## src/design/vn2c_pkg.sv

```systemverilog
// shared types, constants and the cosine weight table for the 2-d value noise block
// no dependencies
package vn2c_pkg;

  localparam int FRAC_BITS = 8;
  localparam int INT_BITS  = 10;
  localparam int COORD_W   = 18;
  localparam int W_W       = 17;
  localparam int QDEPTH    = 4;
  localparam int QAW       = 2;
  localparam int HGT_W     = 16;

  // one classified item: lattice cell and interpolation weights
  typedef struct packed {
    logic [INT_BITS-1:0] ix;
    logic [INT_BITS-1:0] iy;
    logic [W_W-1:0]      wx;
    logic [W_W-1:0]      wy;
  } pt_t;

  typedef logic [W_W-1:0] wrom_t [2**FRAC_BITS];

  // (1 - cos(pi*t))/2 for t in 0..1/2, Q0.16, truncated horner series in q30
  function automatic logic [W_W-1:0] half_weight(longint unsigned t16);
    longint unsigned u;
    longint unsigned uu;
    longint u2;
    longint h;
    longint c;
    longint w;
    u  = (t16 * 64'd3373259426) >> 16;
    uu = u * u;
    u2 = longint'(uu >> 30);
    h  = 64'sd1073741824 - u2 / 90;
    h  = 64'sd1073741824 - ((u2 * h) >>> 30) / 56;
    h  = 64'sd1073741824 - ((u2 * h) >>> 30) / 30;
    h  = 64'sd1073741824 - ((u2 * h) >>> 30) / 12;
    c  = 64'sd1073741824 - ((u2 * h) >>> 30) / 2;
    w  = 64'sd1073741824 - c;
    if (w < 0) w = 0;
    w = (w + 64'sd16384) >>> 15;
    if (w > 65536) w = 65536;
    return w[W_W-1:0];
  endfunction

  // full table over the fraction bits, mirrored about one half
  function automatic wrom_t build_wrom();
    wrom_t tab;
    longint unsigned t16;
    for (int i = 0; i < 2**FRAC_BITS; i++) begin
      t16 = longint'(i) << (16 - FRAC_BITS);
      if (t16 <= 32768) tab[i] = half_weight(t16);
      else tab[i] = W_W'(65536) - half_weight(65536 - t16);
    end
    return tab;
  endfunction

  localparam wrom_t WROM = build_wrom();

endpackage

```

## src/design/vn2c_queue.sv

```systemverilog
// short item queue between the front end and the hash/blend pipeline
// depends on vn2c_pkg
module vn2c_queue (
  input  logic          clk,
  input  logic          rst_n,
  input  logic          wr_valid,
  output logic          wr_ready,
  input  vn2c_pkg::pt_t wr_data,
  output logic          rd_valid,
  input  logic          rd_ready,
  output vn2c_pkg::pt_t rd_data
);
  import vn2c_pkg::*;

  pt_t          mem_r [QDEPTH];
  logic [QAW-1:0] wp_r, wp_nxt;
  logic [QAW-1:0] rp_r, rp_nxt;
  logic [QAW:0]   cnt_r, cnt_nxt;
  logic           push;
  logic           pop;

  assign wr_ready = (cnt_r != (QAW+1)'(QDEPTH));
  assign rd_valid = (cnt_r != '0);
  assign push     = wr_valid && wr_ready;
  assign pop      = rd_valid && rd_ready;
  assign rd_data  = mem_r[rp_r];

  // pointer and fill count update
  always_comb begin
    wp_nxt  = push ? wp_r + 1'b1 : wp_r;
    rp_nxt  = pop ? rp_r + 1'b1 : rp_r;
    cnt_nxt = cnt_r + (QAW+1)'(push) - (QAW+1)'(pop);
  end

  always_ff @(posedge clk) begin
    if (!rst_n) begin
      wp_r  <= '0;
      rp_r  <= '0;
      cnt_r <= '0;
    end else begin
      wp_r  <= wp_nxt;
      rp_r  <= rp_nxt;
      cnt_r <= cnt_nxt;
    end
  end

  // storage
  always_ff @(posedge clk) begin
    if (push) mem_r[wp_r] <= wr_data;
  end

endmodule

```

## config.mk

```make
export PLATFORM = sky130hd
export DESIGN_NAME = vn2c_queue
export DESIGN_NICKNAME = d
export VERILOG_FILES = /design/src/design/vn2c_pkg.sv /design/src/design/vn2c_queue.sv
export SDC_FILE = /design/constraint.sdc
export NUM_CORES = 1
export LEC_CHECK = 0
export BUFFER_PORTS_ARGS = -buffer_cell sky130_fd_sc_hd__buf_2
export CAP_MARGIN = 30
export CORE_ASPECT_RATIO = 0.75
export CORE_MARGIN = 2
export CORE_UTILIZATION = 61
export DETAILED_ROUTE_END_ITERATION = 7
export PLACE_DENSITY = 0.84
export SLEW_MARGIN = 40
export SYNTH_ARGS = -nofsm -noshare
export SYNTH_HDL_FRONTEND = slang
export SYNTH_SLANG_ARGS = --single-unit
```

## constraint.sdc

```tcl
create_clock -name clk -period 8.4 [get_ports clk]
set_clock_uncertainty 0.2 [all_clocks]
set_input_delay 0.42 -clock clk [delete_from_list [all_inputs] [get_ports clk]]
set_output_delay 0.42 -clock clk [all_outputs]
set_load 0.05 [all_outputs]
```

==> impl_metrics.py <==
metrics = {
    "floorplanning": {
        "rows": 36,
        "chipHeight_um": 105,
        "die_width_um": 139,
        "starting_density_pct": 63.3,
        "floorplan.io_pins": 114,
        "core_region_area_sq_um": 13200,
        "die_area_sq_um": 14600,
    },
    "power_and_ir_drop": {
        "max-vdd-ir-drop_mv": 0.243,
        "p_seq_share_pct": 43.2,
        "cell_internal_pwr_mw": 2.20,
        "combinationalPowerShare_pct": 29.8,
        "netSwitchingFraction_pct": 33.6,
        "share_of_power_burned_in_the_clock_network_pct": 27.0,
        "power.static_leakage_nw": 3.51,
        "power.density_cell_area_nw_per_um2": 324,
        "psw_mw": 1.11,
    },
    "layout": {
        "layout-drive-gt1-share_pct": 38.4,
        "area_growth_syn_to_layout_pct": 22.6,
        "multi_input_area_sq_um": 1510,
        "final-seq-area_sq_um": 6670,
        "num_antenna_cells": 0,
        "n_fill_cell": 687,
        "layout.nets": 578,
        "fin_util_pct": 77.6,
    },
    "timing": {
        "timing.setup.tns_ns": 0,
        "slew_viol_final": 0,
        "fin_crit_ns": 3.28,
        "rsz0062_at_grt": "false",
        "setup_violations": 0,
        "timing_worst_slew_pin_value_ns": 0.640,
        "slew_headroom_pct": 57.3,
        "timing_hold_violations_final": 0,
        "fmax_ghz": 0.305,
        "final.period_utilization_pct": 39.1,
    },
    "global_routing": {
        "first_global_vias": 4181,
        "grt.overflow.total": 0,
        "track_usage_pct": 20.9,
        "most_congested_layer_reported_by_global_routing": "met2",
        "grt_first_pass_wirelength_um": 23100,
        "global_route_met3_utilization_pct": 4.36,
        "grt_antenna_before_repair": 0,
        "grt_max_degree": 41,
        "met1_usage_pct": 28.8,
        "grtUsageMet2_pct": 35.4,
    },
    "synth": {
        "synthMuxAreaShare_pct": 15.0,
        "yosys.area_share.simple_pct": 1.10,
        "synth_nets": 395,
        "synth_adder_area_share_pct": 1.14,
        "synth.avg_cell_area_sq_um": 25.2,
        "synth-compound-area-share_pct": 0.345,
        "ys.warnings.count": 0,
        "post_synth_xor_area_fraction_pct": 0.420,
        "netlist_area_sq_um": 8330,
        "synth_top_family_by_area": "multiplexers",
        "ys_types": 22,
        "mapped_cells": 330,
        "synth-seq-cells": 225,
        "synth_sequential_area_ratio_pct": 80.0,
    },
    "setup_path": {
        "critPathMaxFanout": 33,
        "cp-start-kind": "flip-flop",
        "critical_path_class": "reg -> out",
        "cp_data_required_time_ns": 7.78,
        "crit_path_end_kind": "output pin",
        "timing.critical_path.arrival_ns": 2.66,
    },
    "routing": {
        "detail-route-antenna-nets": 0,
        "wirelength_um": 15000,
        "route.vias.total": 3972,
        "routed_via_density": 5.68,
        "remaining_drc_errors": 0,
        "drt_pass1_iterations": 4,
        "post_drt_wl_per_cell_um": 21.5,
        "initialDrtViolationCount": 218,
    },
    "clock_tree": {
        "clockBufferDepth": 3,
        "clk_transition_reported_paths_ns": 0.06,
        "cts_setup_buffers": 0,
        "cts-root-buf": "sky130_fd_sc_hd__clkbuf_16",
        "cts-htree-levels": 1,
        "clock_tree_from_tritoncts": "yes",
        "cts_num_sinks": 225,
        "tritoncts.num_buffers": 21,
        "worst_skew_pair.late_latency_ns": 0.49,
    },
    "worst_hold_path": {
        "worst_hold_path_type": "in -> reg",
    },
    "place": {
        "place.detailed.hpwl_um": 8330,
        "placement.io_buffers": 113,
        "final_estimated_routing_congestion_in_global_placement": 0.715,
    },
    "run": {
        "maxCapViolations": 0,
    },
    "outcome": {
        "outcome": "finished clean",
    },
}
==> worst max-delay path, stage by stage (launching register included) <==
cell	delay, ns
sky130_fd_sc_hd__dfxtp_4	0.65
sky130_fd_sc_hd__buf_4	0.62
sky130_fd_sc_hd__mux4_1	0.65
sky130_fd_sc_hd__buf_2	0.23
==> per-stage QoR <==
| step | setup WS [ns] | cell area (sq um) | std cells | hold slack [ns] | power, mW |
|---|---|---|---|---|---|
| 6_report | 5.12 | 10200 | 699 | 0.0637 | 3.31 |
| 5_1_grt | 4.94 | 10200 | 699 | 0.0692 | 3.43 |
| 4_1_cts | 5.04 | 10200 | 699 | 0.0528 | 3.33 |
| 3_5_place_dp | 5.58 | 9020 | 607 | 0.320 | 2.42 |
| 3_3_place_gp | 5.58 | 9020 | 607 | 0.278 | 2.40 |
| 2_1_floorplan | 5.68 | 8330 | 330 | 0.268 | 2.25 |
==> area by class of cell <==
class                           instances  share of cell area (%)
Clock buffer                           25                    5.29
Tap cell                              171                    2.10
Multi-Input combinational cell         87                    14.8
Sequential cell                       225                    65.3
Timing Repair Buffer                  173                    11.3
Inverter                                5                   0.184
Clock inverter                         13                    1.08
==> power by group through the flow <==
stage	Clock [mW]	Combinational, mW	Sequential (mW)
5_1_grt	0.951	1.04	1.44
2_1_floorplan	0	0.834	1.41
3_3_place_gp	0	0.957	1.45
4_1_cts	0.907	0.991	1.43
3_5_place_dp	0	0.964	1.45
6_report	0.893	0.985	1.43
==> cell usage after synthesis, drive strengths merged <==
cell type | count | area share [%]
and2 | 7 | 0.53
xnor2 | 4 | 0.42
inv | 5 | 0.23
o31a | 1 | 0.11
dfxtp | 9 | 2.2
edfxtp | 216 | 78
a21boi | 1 | 0.14
mux4 | 54 | 15
or3 | 1 | 0.075
o311ai | 1 | 0.11
buf | 11 | 1.6
clkbuf | 2 | 0.11
nor2 | 1 | 0.045
nor2b | 3 | 0.23
ha | 6 | 0.90
mux2i | 2 | 0.24
nand2 | 5 | 0.23
fa | 1 | 0.24
==> registers in the layout, indices dropped and copies added (netlist names), named ones only <==
name	count
mem_r	216
cnt_r	3
rp_r	2
wp_r	2
==> routing by layer <==
layer  vias up  wire length, um  share of wire (%)
li1       1762                -                  -
met5         -                0                  0
met1      2032             6060                 40
met4         0              212                1.4
met2       155             7670                 51
met3        23             1070                7.1
==> cells in the final DEF, fill, tap and decap left out <==
cell type                       count
sky130_fd_sc_hd__edfxtp_1         216
sky130_fd_sc_hd__clkbuf_1           4
sky130_fd_sc_hd__dfxtp_2            1
sky130_fd_sc_hd__dfxtp_4            1
sky130_fd_sc_hd__bufinv_16          2
sky130_fd_sc_hd__mux4_1             4
sky130_fd_sc_hd__dfxtp_1            7
sky130_fd_sc_hd__inv_1              5
sky130_fd_sc_hd__fa_1               1
sky130_fd_sc_hd__and2_1             3
sky130_fd_sc_hd__clkinv_1           7
sky130_fd_sc_hd__buf_2            113
sky130_fd_sc_hd__nor2_1             1
sky130_fd_sc_hd__buf_4              6
sky130_fd_sc_hd__mux4_2            50
sky130_fd_sc_hd__clkbuf_16         21
sky130_fd_sc_hd__inv_6              1
sky130_fd_sc_hd__or3_1              1
sky130_fd_sc_hd__clkinv_2           3
sky130_fd_sc_hd__o31a_1             1
sky130_fd_sc_hd__and2_2             4
sky130_fd_sc_hd__nand2_1            5
sky130_fd_sc_hd__nor2b_1            3
sky130_fd_sc_hd__xnor2_1            4
sky130_fd_sc_hd__a21boi_2           1
sky130_fd_sc_hd__mux2i_1            2
sky130_fd_sc_hd__o311ai_1           1
sky130_fd_sc_hd__ha_1               6
sky130_fd_sc_hd__dlygate4sd3_1     54
==> final timing paths <==
| kind | start | end | slack (ns) | depth (start not counted) |
|---|---|---|---|---|
| setup / recovery | flip-flop | rd_data[50] | 5.12 | 3 |
| hold / removal | rst_n | flip-flop | 0.06 | 2 |
| setup reg to reg | cnt_r[1]$_SDFF_PN0_ | cnt_r[2]$_SDFF_PN0_ | 5.67 | 11 |
| hold reg to reg | wp_r[1]$_SDFFE_PN0P_ | wp_r[1]$_SDFFE_PN0P_ | 0.32 | 2 |
==> cells by family after synthesis <==
logic type	Yosys count
buf+inv	18
simple gates	17
mux	56
fa+ha+maj	7
compound gates	3
xor+xnor	4
flops	225
==> what timing repair did <==
action / in CTS / in global routing
resized for setup: 0 / 0
hold endpoints to repair: 216 / 0
hold buffers: 54 / 0
Note: power is estimated with default switching activity, not from simulation.
